## src/rtl/d2dt_pkg.sv

```systemverilog
// shared constants for the double to decimal text formatter
package d2dt_pkg;

  localparam int FRACTION_DIGITS = 8;
  localparam int FRAC_SCALE      = 10 ** FRACTION_DIGITS;
  localparam int SCALE_W         = $clog2(FRAC_SCALE + 1);
  localparam int INT_W           = 32;
  localparam int FIX_FRAC_W      = 81;
  localparam int FIX_W           = FIX_FRAC_W + INT_W;
  localparam int PROD_W          = FIX_FRAC_W + SCALE_W;
  localparam int SIG_W           = 53;
  localparam int RND_W           = SIG_W + 1;
  localparam int SIG_LSB         = PROD_W - SIG_W;
  localparam int BCD_DIGITS      = 10;
  localparam int BCD_W           = 4 * BCD_DIGITS;
  localparam int FRAC_PAD        = INT_W - SCALE_W;

  localparam logic [10:0] EXP_ALL_ONES = 11'h7FF;
  localparam logic [10:0] EXP_TINY     = 11'd995;
  localparam logic [10:0] EXP_HUGE     = 11'd1055;
  localparam logic [10:0] EXP_SHIFT0   = 11'd994;

  localparam logic [7:0] CH_ZERO  = 8'h30;
  localparam logic [7:0] CH_MINUS = 8'h2D;
  localparam logic [7:0] CH_DOT   = 8'h2E;
  localparam logic [7:0] CH_N     = 8'h6E;
  localparam logic [7:0] CH_A     = 8'h61;
  localparam logic [7:0] CH_I     = 8'h69;
  localparam logic [7:0] CH_F     = 8'h66;
  localparam logic [7:0] CH_NUL   = 8'h00;

endpackage

```

## src/rtl/d2dt_bcd.sv

```systemverilog
// shift-and-add-3 binary to bcd converter for integer and fraction parts
module d2dt_bcd (
  input  logic                                clk,
  input  logic                                rst,
  input  logic                                load,
  input  logic [d2dt_pkg::INT_W-1:0]          number,
  input  logic [d2dt_pkg::SCALE_W-1:0]        fraction,
  output logic                                done,
  output logic [d2dt_pkg::BCD_W-1:0]          int_bcd,
  output logic [d2dt_pkg::BCD_W-1:0]          frac_bcd
);

  logic [5:0]                       cnt;
  logic                             run;
  logic [d2dt_pkg::INT_W-1:0]       isr;
  logic [d2dt_pkg::INT_W-1:0]       fsr;
  logic [d2dt_pkg::BCD_W-1:0]       iadj;
  logic [d2dt_pkg::BCD_W-1:0]       fadj;

  function automatic logic [d2dt_pkg::BCD_W-1:0] add3(input logic [d2dt_pkg::BCD_W-1:0] v);
    logic [d2dt_pkg::BCD_W-1:0] r;
    r = v;
    for (int i = 0; i < d2dt_pkg::BCD_DIGITS; i++) begin
      if (v[i*4 +: 4] >= 4'd5) r[i*4 +: 4] = v[i*4 +: 4] + 4'd3;
    end
    return r;
  endfunction

  assign iadj = add3(int_bcd);
  assign fadj = add3(frac_bcd);

  always_ff @(posedge clk) begin
    done <= 1'b0;
    if (rst) begin
      run <= 1'b0;
      cnt <= '0;
    end else if (load) begin
      run      <= 1'b1;
      cnt      <= '0;
      isr      <= number;
      fsr      <= {{d2dt_pkg::FRAC_PAD{1'b0}}, fraction};
      int_bcd  <= '0;
      frac_bcd <= '0;
    end else if (run) begin
      int_bcd  <= {iadj[d2dt_pkg::BCD_W-2:0], isr[d2dt_pkg::INT_W-1]};
      frac_bcd <= {fadj[d2dt_pkg::BCD_W-2:0], fsr[d2dt_pkg::INT_W-1]};
      isr      <= isr << 1;
      fsr      <= fsr << 1;
      cnt      <= cnt + 6'd1;
      if (cnt == 6'(d2dt_pkg::INT_W - 1)) begin
        run  <= 1'b0;
        done <= 1'b1;
      end
    end
  end

endmodule

```

## src/rtl/double_to_decimal_text.sv

```systemverilog
// top level: formats one binary64 value as decimal ascii text
//
//  channel  direction  beat marker            payload
//  command  in         start & !busy          value_bits
//  result   out        result_strobe          character, last, status
//
// each number is formatted before the next is accepted: a multiply-by-ten pass per
// fraction digit, a normalize, rounding, bcd conversion, then the characters, one per
// cycle. special values emit their text directly; out of range gives one flagged null.
// rst is synchronous and returns the sequencer to idle.
// results cannot be held off; each character is shown for one cycle.
module double_to_decimal_text (
  input  logic        clk,
  input  logic        rst,
  input  logic        start,
  input  logic [63:0] value_bits,
  output logic        busy,
  output logic        result_strobe,
  output logic [7:0]  character,
  output logic        last,
  output logic        status
);

  typedef enum logic [3:0] {
    S_IDLE, S_LOAD, S_MUL, S_NORM, S_RND, S_FIX, S_BCD, S_CONV, S_PREP,
    S_SIGN, S_INT, S_DOT, S_FRAC, S_SPEC
  } state_t;

  typedef enum logic [1:0] {M_NAN, M_INF, M_NINF} mode_t;

  state_t                             state;
  mode_t                              mode;
  logic [63:0]                        vbits;
  logic                               neg;
  logic [d2dt_pkg::INT_W-1:0]         number;
  logic [d2dt_pkg::PROD_W-1:0]        q;
  logic [6:0]                         s;
  logic [3:0]                         k;
  logic [d2dt_pkg::SCALE_W-1:0]       frac;
  logic                               up;
  logic                               fnz;
  logic [3:0]                         nf;

  logic                               bcd_load;
  logic                               bcd_done;
  logic [d2dt_pkg::BCD_W-1:0]         int_bcd;
  logic [d2dt_pkg::BCD_W-1:0]         frac_bcd;

  logic [10:0]                        expo;
  logic [51:0]                        mant;
  logic                               sign;
  logic [5:0]                         sh;
  logic [d2dt_pkg::FIX_W-1:0]         fixed;
  logic [d2dt_pkg::INT_W-1:0]         ip;
  logic                               fnz0;
  logic                               oor;

  logic [d2dt_pkg::RND_W-1:0]         rsig;
  logic [7:0]                         t;
  logic [7:0]                         tm1;
  logic                               hb;
  logic                               lownz;
  logic [d2dt_pkg::SCALE_W-1:0]       fsh;
  logic [d2dt_pkg::SCALE_W:0]         finc;
  logic [3:0]                         nd_c;
  logic [3:0]                         nf_c;
  logic [3:0]                         dig;

  assign busy     = (state != S_IDLE);
  assign bcd_load = (state == S_BCD);

  d2dt_bcd u_bcd (
    .clk      (clk),
    .rst      (rst),
    .load     (bcd_load),
    .number   (number),
    .fraction (frac),
    .done     (bcd_done),
    .int_bcd  (int_bcd),
    .frac_bcd (frac_bcd)
  );

  always_comb begin
    expo  = vbits[62:52];
    mant  = vbits[51:0];
    sign  = vbits[63];
    sh    = 6'(expo - d2dt_pkg::EXP_SHIFT0);
    fixed = d2dt_pkg::FIX_W'({expo != 11'd0, mant}) << sh;
    if (expo < d2dt_pkg::EXP_TINY) fixed = '0;
    ip   = fixed[d2dt_pkg::FIX_W-1:d2dt_pkg::FIX_FRAC_W];
    fnz0 = |fixed[d2dt_pkg::FIX_FRAC_W-1:0];
    if (expo >= d2dt_pkg::EXP_HUGE) oor = 1'b1;
    else if (sign) oor = (ip > 32'h8000_0000) || ((ip == 32'h8000_0000) && fnz0);
    else oor = (ip > 32'h7FFF_FFFF) || ((ip == 32'h7FFF_FFFF) && fnz0);
  end

  always_comb begin
    rsig  = {1'b0, q[d2dt_pkg::PROD_W-1:d2dt_pkg::SIG_LSB]}
          + d2dt_pkg::RND_W'(q[d2dt_pkg::SIG_LSB-1]
            & (q[d2dt_pkg::SIG_LSB] | (|q[d2dt_pkg::SIG_LSB-2:0])));
    t     = 8'(d2dt_pkg::FIX_FRAC_W - d2dt_pkg::SIG_LSB) + {1'b0, s};
    tm1   = t - 8'd1;
    fsh   = d2dt_pkg::SCALE_W'(rsig >> t);
    hb    = (tm1 < 8'(d2dt_pkg::RND_W)) ? rsig[6'(tm1)] : 1'b0;
    lownz = |(rsig & ((d2dt_pkg::RND_W'(1) << tm1) - d2dt_pkg::RND_W'(1)));
    finc  = {1'b0, frac} + (d2dt_pkg::SCALE_W + 1)'(up);
  end

  always_comb begin
    nd_c = 4'd1;
    for (int i = 1; i < d2dt_pkg::BCD_DIGITS; i++) begin
      if (int_bcd[i*4 +: 4] != 4'd0) nd_c = 4'(i + 1);
    end
    nf_c = 4'd0;
    for (int i = d2dt_pkg::FRACTION_DIGITS - 1; i >= 0; i--) begin
      if (frac_bcd[i*4 +: 4] != 4'd0) nf_c = 4'(d2dt_pkg::FRACTION_DIGITS - i);
    end
    if (state == S_FRAC) dig = frac_bcd[k*4 +: 4];
    else dig = int_bcd[k*4 +: 4];
  end

  always_ff @(posedge clk) begin
    result_strobe <= 1'b0;
    if (rst) begin
      state <= S_IDLE;
    end else begin
      unique case (state)
        S_IDLE: begin
          if (start) begin
            vbits <= value_bits;
            state <= S_LOAD;
          end
        end
        S_LOAD: begin
          k <= '0;
          if (expo == d2dt_pkg::EXP_ALL_ONES) begin
            if (mant != 52'd0) mode <= M_NAN;
            else if (sign) mode <= M_NINF;
            else mode <= M_INF;
            state <= S_SPEC;
          end else if (oor) begin
            result_strobe <= 1'b1;
            character     <= d2dt_pkg::CH_NUL;
            last          <= 1'b1;
            status        <= 1'b1;
            state         <= S_IDLE;
          end else begin
            neg    <= sign && (expo != 11'd0 || mant != 52'd0);
            number <= ip;
            q      <= d2dt_pkg::PROD_W'(fixed[d2dt_pkg::FIX_FRAC_W-1:0]);
            state  <= S_MUL;
          end
        end
        S_MUL: begin
          q <= (q << 3) + (q << 1);
          k <= k + 4'd1;
          if (k == 4'(d2dt_pkg::FRACTION_DIGITS - 1)) begin
            s     <= '0;
            state <= S_NORM;
          end
        end
        S_NORM: begin
          if (q == '0) begin
            frac  <= '0;
            up    <= 1'b0;
            state <= S_FIX;
          end else if (q[d2dt_pkg::PROD_W-1 -: 8] == 8'd0) begin
            q <= q << 8;
            s <= s + 7'd8;
          end else if (!q[d2dt_pkg::PROD_W-1]) begin
            q <= q << 1;
            s <= s + 7'd1;
          end else begin
            state <= S_RND;
          end
        end
        S_RND: begin
          frac  <= fsh;
          up    <= hb && (lownz || fsh == '0 || fsh[0]);
          state <= S_FIX;
        end
        S_FIX: begin
          if (finc == (d2dt_pkg::SCALE_W + 1)'(d2dt_pkg::FRAC_SCALE) && up) begin
            frac   <= '0;
            number <= number + 32'd1;
            fnz    <= 1'b0;
          end else begin
            frac <= d2dt_pkg::SCALE_W'(finc);
            fnz  <= (finc != '0);
          end
          state <= S_BCD;
        end
        S_BCD: begin
          state <= S_CONV;
        end
        S_CONV: begin
          if (bcd_done) state <= S_PREP;
        end
        S_PREP: begin
          nf <= nf_c;
          k  <= nd_c - 4'd1;
          if (neg) state <= S_SIGN;
          else state <= S_INT;
        end
        S_SIGN: begin
          result_strobe <= 1'b1;
          character     <= d2dt_pkg::CH_MINUS;
          last          <= 1'b0;
          status        <= 1'b0;
          state         <= S_INT;
        end
        S_INT: begin
          result_strobe <= 1'b1;
          character     <= d2dt_pkg::CH_ZERO | {4'd0, dig};
          last          <= (k == 4'd0) && !fnz;
          status        <= 1'b0;
          if (k != 4'd0) k <= k - 4'd1;
          else if (fnz) state <= S_DOT;
          else state <= S_IDLE;
        end
        S_DOT: begin
          result_strobe <= 1'b1;
          character     <= d2dt_pkg::CH_DOT;
          last          <= (nf == 4'd0);
          status        <= 1'b0;
          k             <= 4'(d2dt_pkg::FRACTION_DIGITS - 1);
          if (nf == 4'd0) state <= S_IDLE;
          else state <= S_FRAC;
        end
        S_FRAC: begin
          result_strobe <= 1'b1;
          character     <= d2dt_pkg::CH_ZERO | {4'd0, dig};
          status        <= 1'b0;
          if (k == 4'(d2dt_pkg::FRACTION_DIGITS) - nf) begin
            last  <= 1'b1;
            state <= S_IDLE;
          end else begin
            last <= 1'b0;
            k    <= k - 4'd1;
          end
        end
        S_SPEC: begin
          result_strobe <= 1'b1;
          status        <= 1'b0;
          k             <= k + 4'd1;
          unique case (mode)
            M_NAN: begin
              unique case (k[1:0])
                2'd0:    character <= d2dt_pkg::CH_N;
                2'd1:    character <= d2dt_pkg::CH_A;
                default: character <= d2dt_pkg::CH_N;
              endcase
              last <= (k[1:0] == 2'd2);
              if (k[1:0] == 2'd2) state <= S_IDLE;
            end
            M_INF: begin
              unique case (k[1:0])
                2'd0:    character <= d2dt_pkg::CH_I;
                2'd1:    character <= d2dt_pkg::CH_N;
                default: character <= d2dt_pkg::CH_F;
              endcase
              last <= (k[1:0] == 2'd2);
              if (k[1:0] == 2'd2) state <= S_IDLE;
            end
            default: begin
              unique case (k[1:0])
                2'd0:    character <= d2dt_pkg::CH_MINUS;
                2'd1:    character <= d2dt_pkg::CH_I;
                2'd2:    character <= d2dt_pkg::CH_N;
                default: character <= d2dt_pkg::CH_F;
              endcase
              last <= (k[1:0] == 2'd3);
              if (k[1:0] == 2'd3) state <= S_IDLE;
            end
          endcase
        end
        default: state <= S_IDLE;
      endcase
    end
  end

endmodule

```

## config.mk

```make
export PLATFORM = sky130hd
export DESIGN_NAME = double_to_decimal_text
export DESIGN_NICKNAME = d
export VERILOG_FILES = /design/src/rtl/d2dt_pkg.sv /design/src/rtl/d2dt_bcd.sv /design/src/rtl/double_to_decimal_text.sv
export SDC_FILE = /design/constraint.sdc
export NUM_CORES = 2
export LEC_CHECK = 0
export BUFFER_PORTS_ARGS = -buffer_cell sky130_fd_sc_hd__buf_2
export CORE_ASPECT_RATIO = 0.5
export CORE_UTILIZATION = 25
export CTS_CLUSTER_SIZE = 25
export DETAILED_ROUTE_END_ITERATION = 8
export SLEW_MARGIN = 25
export SYNTH_ARGS = -nofsm -noshare
export SYNTH_HDL_FRONTEND = slang
export SYNTH_HIERARCHICAL = 1
export SYNTH_SLANG_ARGS = --single-unit
```

## constraint.sdc

```tcl
create_clock -name clk -period 16.7 [get_ports clk]
set_clock_uncertainty 0.05 [all_clocks]
set_input_delay 3.34 -clock clk [delete_from_list [all_inputs] [get_ports clk]]
set_output_delay 3.34 -clock clk [all_outputs]
set_load 0.01 [all_outputs]
```

# After elaboration in Yosys (flattened, before gate mapping)
# Cells that the tools add are included.
# op_classes
n_addsub,35
n_lt_le_gt_ge,26
eq_ne,42
shift,5
n_mux,110
n_bitwise,7
n_reduce_logical,78
# ops
op,count
2-to-1 mux 108 bit,5
one-hot mux 108 bit (3 select lines),1
2-to-1 mux 4 bit,50
2-to-1 mux 32 bit,6
2-to-1 mux 113 bit,1
left shift 53 x 6 -> 113 bit,1
adder 108 bit,1
zero test 108 bit,1
OR reduction 54 bit,2
2-to-1 mux 27 bit,3
one-hot mux 27 bit (3 select lines),1
OR reduction 81 bit,1
>= comparator 4 x 3 -> 1 bit (second input constant),20
2-to-1 mux 40 bit,2
indexed part select 40 x 7 -> 4 bit,2
nonzero test 4 bit,19
adder 4 x 2 -> 4 bit (second input constant),18
one-hot mux 32 bit (2 select lines),1
one-hot mux 4 bit (14 select lines),1
adder 53 x 1 -> 54 bit,1
bitwise AND 54 bit,1
left shift 1 x 8 -> 54 bit (first input constant),1
>> shifter 54 x 8 -> 27 bit,1
subtractor 54 x 1 -> 54 bit (second input constant),1
other kinds (73),162
# word_totals
ff_bits,418
in_bits,67
output_inout_bits,12
wordCells,328

# Logic depth before layout (Yosys ltp)
# logic_depth
depth_word,12
depth_mapped,21
depth_no_buf,18

# Hierarchy
# Netlist, hierarchy kept.
# by_module_without_submodules
module,n_inst,cells_per_inst,area_each_um2,seq_area_each_um2
double_to_decimal_text,1,3774,31058.5,7907.6
d2dt_bcd,1,642,7833.8,4484.3

# Worst setup path after synthesis
# No wires, ideal clock.
# synth_path
kind,input-to-reg
start,input rst
end,"register u_bcd/frac_bcd[0] (netlist bit), enable pin"
setup_time_ns,0.655
arrival_ns,9.299
t_required_ns,15.995
slack_ns,6.697
cell_stages,1
n_path_buf,0
cell_sequence,nor2_1
# synth_via
elab_chain_len,2
# synth_rtl
item,line_no,text
"start, declared",double_to_decimal_text.sv:14,"input logic rst,"
inverter 1 bit (no source line),-,
AND reduction 2 bit (no source line),-,
"end signal, assigned",d2dt_bcd.sv:46,"frac_bcd <= {fadj[d2dt_pkg::BCD_W-2:0], fsr[d2dt_pkg::INT_W-1]};"
"end, declared",d2dt_bcd.sv:10,output logic [d2dt_pkg::BCD_W-1:0] frac_bcd
# No other way between the ends.
# A chain may end at the register's enable or synchronous reset.

# Worst setup path in the final report
# layout_path
start,register vbits[54]
end,"register q[13] (netlist bit), enable pin"
# layout_via
elab_chain_len,10
word_cells_on_any_way,21
cone_classes,add/sub: 1; order compare: 4; eq/ne: 5; shift: 1; mux: 3; reduce/logical: 7
# layout_rtl
item,line_no,text
"start, declared",double_to_decimal_text.sv:33,logic [63:0] vbits;
"start signal, assigned",double_to_decimal_text.sv:130,vbits <= value_bits;
"parallel branches: the longest is 9 deep, another holds greater-than comparator 32 x 31 -> 1 bit",-,
AND reduction 6 bit (no source line) (*),-,
"end signal, assigned",double_to_decimal_text.sv:150,q <= d2dt_pkg::PROD_W'(fixed[d2dt_pkg::FIX_FRAC_W-1:0]);
"end signal, assigned",double_to_decimal_text.sv:155,q <= (q << 3) + (q << 1);
"end signal, assigned",double_to_decimal_text.sv:168,q <= q << 8;
"end, declared",double_to_decimal_text.sv:36,logic [d2dt_pkg::PROD_W-1:0] q;
# Every way passes the cells marked *.

==> flow_summary.json <==
{
  "htree_levels": 2,
  "synth.most_common_cell": "nand2_1",
  "path_class": "flop to flop",
  "synth_seq_cells": 417,
  "rrSetupSlack_ns": 9.57,
  "violations": "DRC",
  "grt_pass1_wl_um": 202000,
  "cts_made_buffers": 45,
  "maxClockFrequency_ghz": 0.140,
  "wl_um": 132000,
  "clkLatencyLatePin_ns": 0.62,
  "cts_tree": "yes",
  "finalCritPeriodShare_pct": 42.7,
  "diodes": 0,
  "row_count": 101,
  "final_hold_viol_count": 0,
  "area_growth_syn_to_layout_pct": 9.64,
  "port_buffers": 77,
  "drc": 19,
  "ctsResizeCount": 0,
  "netlist.area_leader.share_pct": 31.2,
  "crit_path_max_incr_delay_ns": 0.76,
  "hp-start": "u_bcd/cnt[5]",
  "critPathCaptureType": "flop",
  "crit_top_cell": "buf_4",
  "io_pins": 79,
  "synth_area_leaders": "edfxtp_1, mux4_2, ha_1",
  "crit_chain": "inv_1, ha_2, buf_4, clkinv_1, buf_4, mux4_2, mux2i_1, o21ai_1, a2111oi_0, nand4b_1, nor4_1, o2111ai_1, a211oi_1, a21oi_1, o41ai_1, and2_4, buf_4",
  "drt_first_pass_iters": 9,
  "drive_above_1_share_pct": 11.8,
  "postRouteAntennaNets": 0,
  "clkTransAtPathRegs_ns": 0.06,
  "drv_cap": 0,
  "post_cts_buffers": 0,
  "crit_slowest_cell": "buf_4",
  "track_usage_pct": 15.9,
  "r2r-end": "q[13]",
  "vias_per_cell": 5.63,
  "nets": 4538,
  "r2r-start": "vbits[54]",
  "dp_hpwl_um": 96200,
  "fp.dieH_um": 281,
  "drt_iter0_drc": 4555,
  "cts-root-buf": "clkbuf_16",
  "vias": 36041,
  "worst_slew_pin_slew_ns": 1.07,
  "hold_ws_ns": 0.442,
  "multi_input_area_um2": 24900,
  "hold_buffers": 0,
  "cp-start-kind": "flop",
  "core-area_um2": 153000,
  "peakVddDrop_v": 0.0000813,
  "syn_nets": 4646,
  "grt_pass1_vias": 32889,
  "reg2reg_depth": 17,
  "setup_ws_ns": 9.57,
  "ys_warn_count": 6,
  "ys.flop_type": "edfxtp_1",
  "synthesis.area_um2": 38900,
  "relSlewSlack_pct": 28.8,
  "p_per_area_nw_per_um2": 120,
  "synthCells": 4416,
  "worstPathArrival_ns": 7.31,
  "synth_edf_count": 404,
  "die-area_um2": 157000,
  "clk_path_buf_depth": 3,
  "slew_viol_final": 0,
  "status": "finished with violations",
  "finalSetupViolCount": 0,
  "ys_top_cells_by_count": "nand2_1, nor2_1, edfxtp_1",
  "post-place-ws_ns": 9.73,
  "antenna_found_initial": 2,
  "grt_max_degree": 93,
  "die_w_um": 560,
  "hold_end": "u_bcd/cnt[5]",
  "initial_core_util_pct": 25.4,
  "ys_async_sr_fraction_pct": 0,
  "tns_ns": 0,
  "syn_avg_cell_area_um2": 8.81,
  "wire_per_inst_um": 20.6,
  "regArea_um2": 12400,
  "rsz0062_at_grt": "false",
  "gr-total-overflow": 0,
  "gp_congestion": 0.947,
  "seq_area_frac_synth_pct": 31.9,
  "clkSinkCount": 417,
  "period_needed_ns": 7.13,
  "worst_hold_path.num_cells": 2,
  "critPathRequiredTime_ns": 16.88,
  "synth_cell_types": 97,
  "fillers": 16223,
  "synth.largest_area_cell": "edfxtp_1",
  "hp-class": "flop to flop",
  "p_leak_nw": 14.4,
  "cp_max_fo": 63
}
## worst max-delay path by stage
stage / from / to / slack, ns / cells after the start
after floorplan: rst / u_bcd/frac_bcd[0] / 6.70 / 1
after global placement: vbits[53] / q[5] / 9.80 / 17
after detailed placement: vbits[53] / q[12] / 9.73 / 17
after CTS: vbits[53] / q[27] / 9.68 / 17
after global routing: vbits[53] / q[9] / 9.19 / 17
final: vbits[54] / q[13] / 9.57 / 17
## sequential cells by signal, indices dropped and copies added (netlist names), 7 cells and up
| signal | flops |
|---|---|
| q | 108 |
| vbits | 64 |
| u_bcd/frac_bcd | 40 |
| u_bcd/int_bcd | 40 |
| number | 32 |
| u_bcd/fsr | 32 |
| u_bcd/isr | 32 |
| frac | 27 |
| character | 7 |
| s | 7 |
## cell families after synthesis
family | synth area share (%)
other cells | 0.00964
fa+ha+maj | 5.31
buf+inv | 4.58
flops | 31.9
compound gates | 20.9
simple gates | 19.3
xor+xnor | 6.16
mux | 12.0
## metal layers
layer / wire length [um] / global-route usage (%) / vias to the layer above
li1: - / - / 16737
met3: 10600 / 2.20 / 207
met2: 58900 / 25.0 / 1612
met5: 13 / 0 / -
met1: 58700 / 22.7 / 17483
met4: 3260 / 4.20 / 2
## worst max-delay path: cells and delay by family (launching register included)
family,cells,cell delay (ns)
flip-flops,1,0.50
AND/OR/NAND/NOR,3,1.13
multiplexers,2,0.90
adder cells (fa/ha/maj),1,0.32
buffers and inverters,5,1.94
AO/OA/AOI/OAI,6,1.78
## cell type report
class | count | share of cell area (%)
repair buffers | 145 | 2.15
clock inverters | 18 | 0.428
well taps | 2060 | 6.04
flip-flops and latches | 417 | 29.1
clock buffers | 59 | 2.83
multi-input cells | 3575 | 58.4
inverters | 124 | 1.09
## report_power, final
group / total, W / internal [W] / switching, W
clock: 0.000982 / 0.000529 / 0.000453
sequential: 0.00159 / 0.00136 / 0.000232
combinational: 0.00254 / 0.000926 / 0.00162
## cells in the final DEF (no fill, tap or decap), drive strengths merged, types with 59 or more instances in the layout
cell / instances
inv: 122
xnor2: 145
o21ai: 271
o22ai: 100
buf: 145
clkbuf: 59
ha: 161
nand4: 99
mux2i: 96
nand2: 437
nor4: 93
nor2: 422
nor3: 114
mux2: 144
xor2: 126
nand3: 145
a21o: 77
edfxtp: 404
mux4: 92
a21oi: 318
## through the flow
step           utilization, %  cell area, um2  cells  power (W)
3_5_place_dp             26.9           41200   6321    0.00408
5_1_grt                  27.9           42600   6398    0.00538
4_1_cts                  27.9           42600   6398    0.00508
3_3_place_gp             26.9           41200   6320    0.00409
2_1_floorplan               -           38900   4416    0.00333
6_report                 27.9           42600   6398    0.00512
Note: power is estimated with default switching activity, not from simulation.
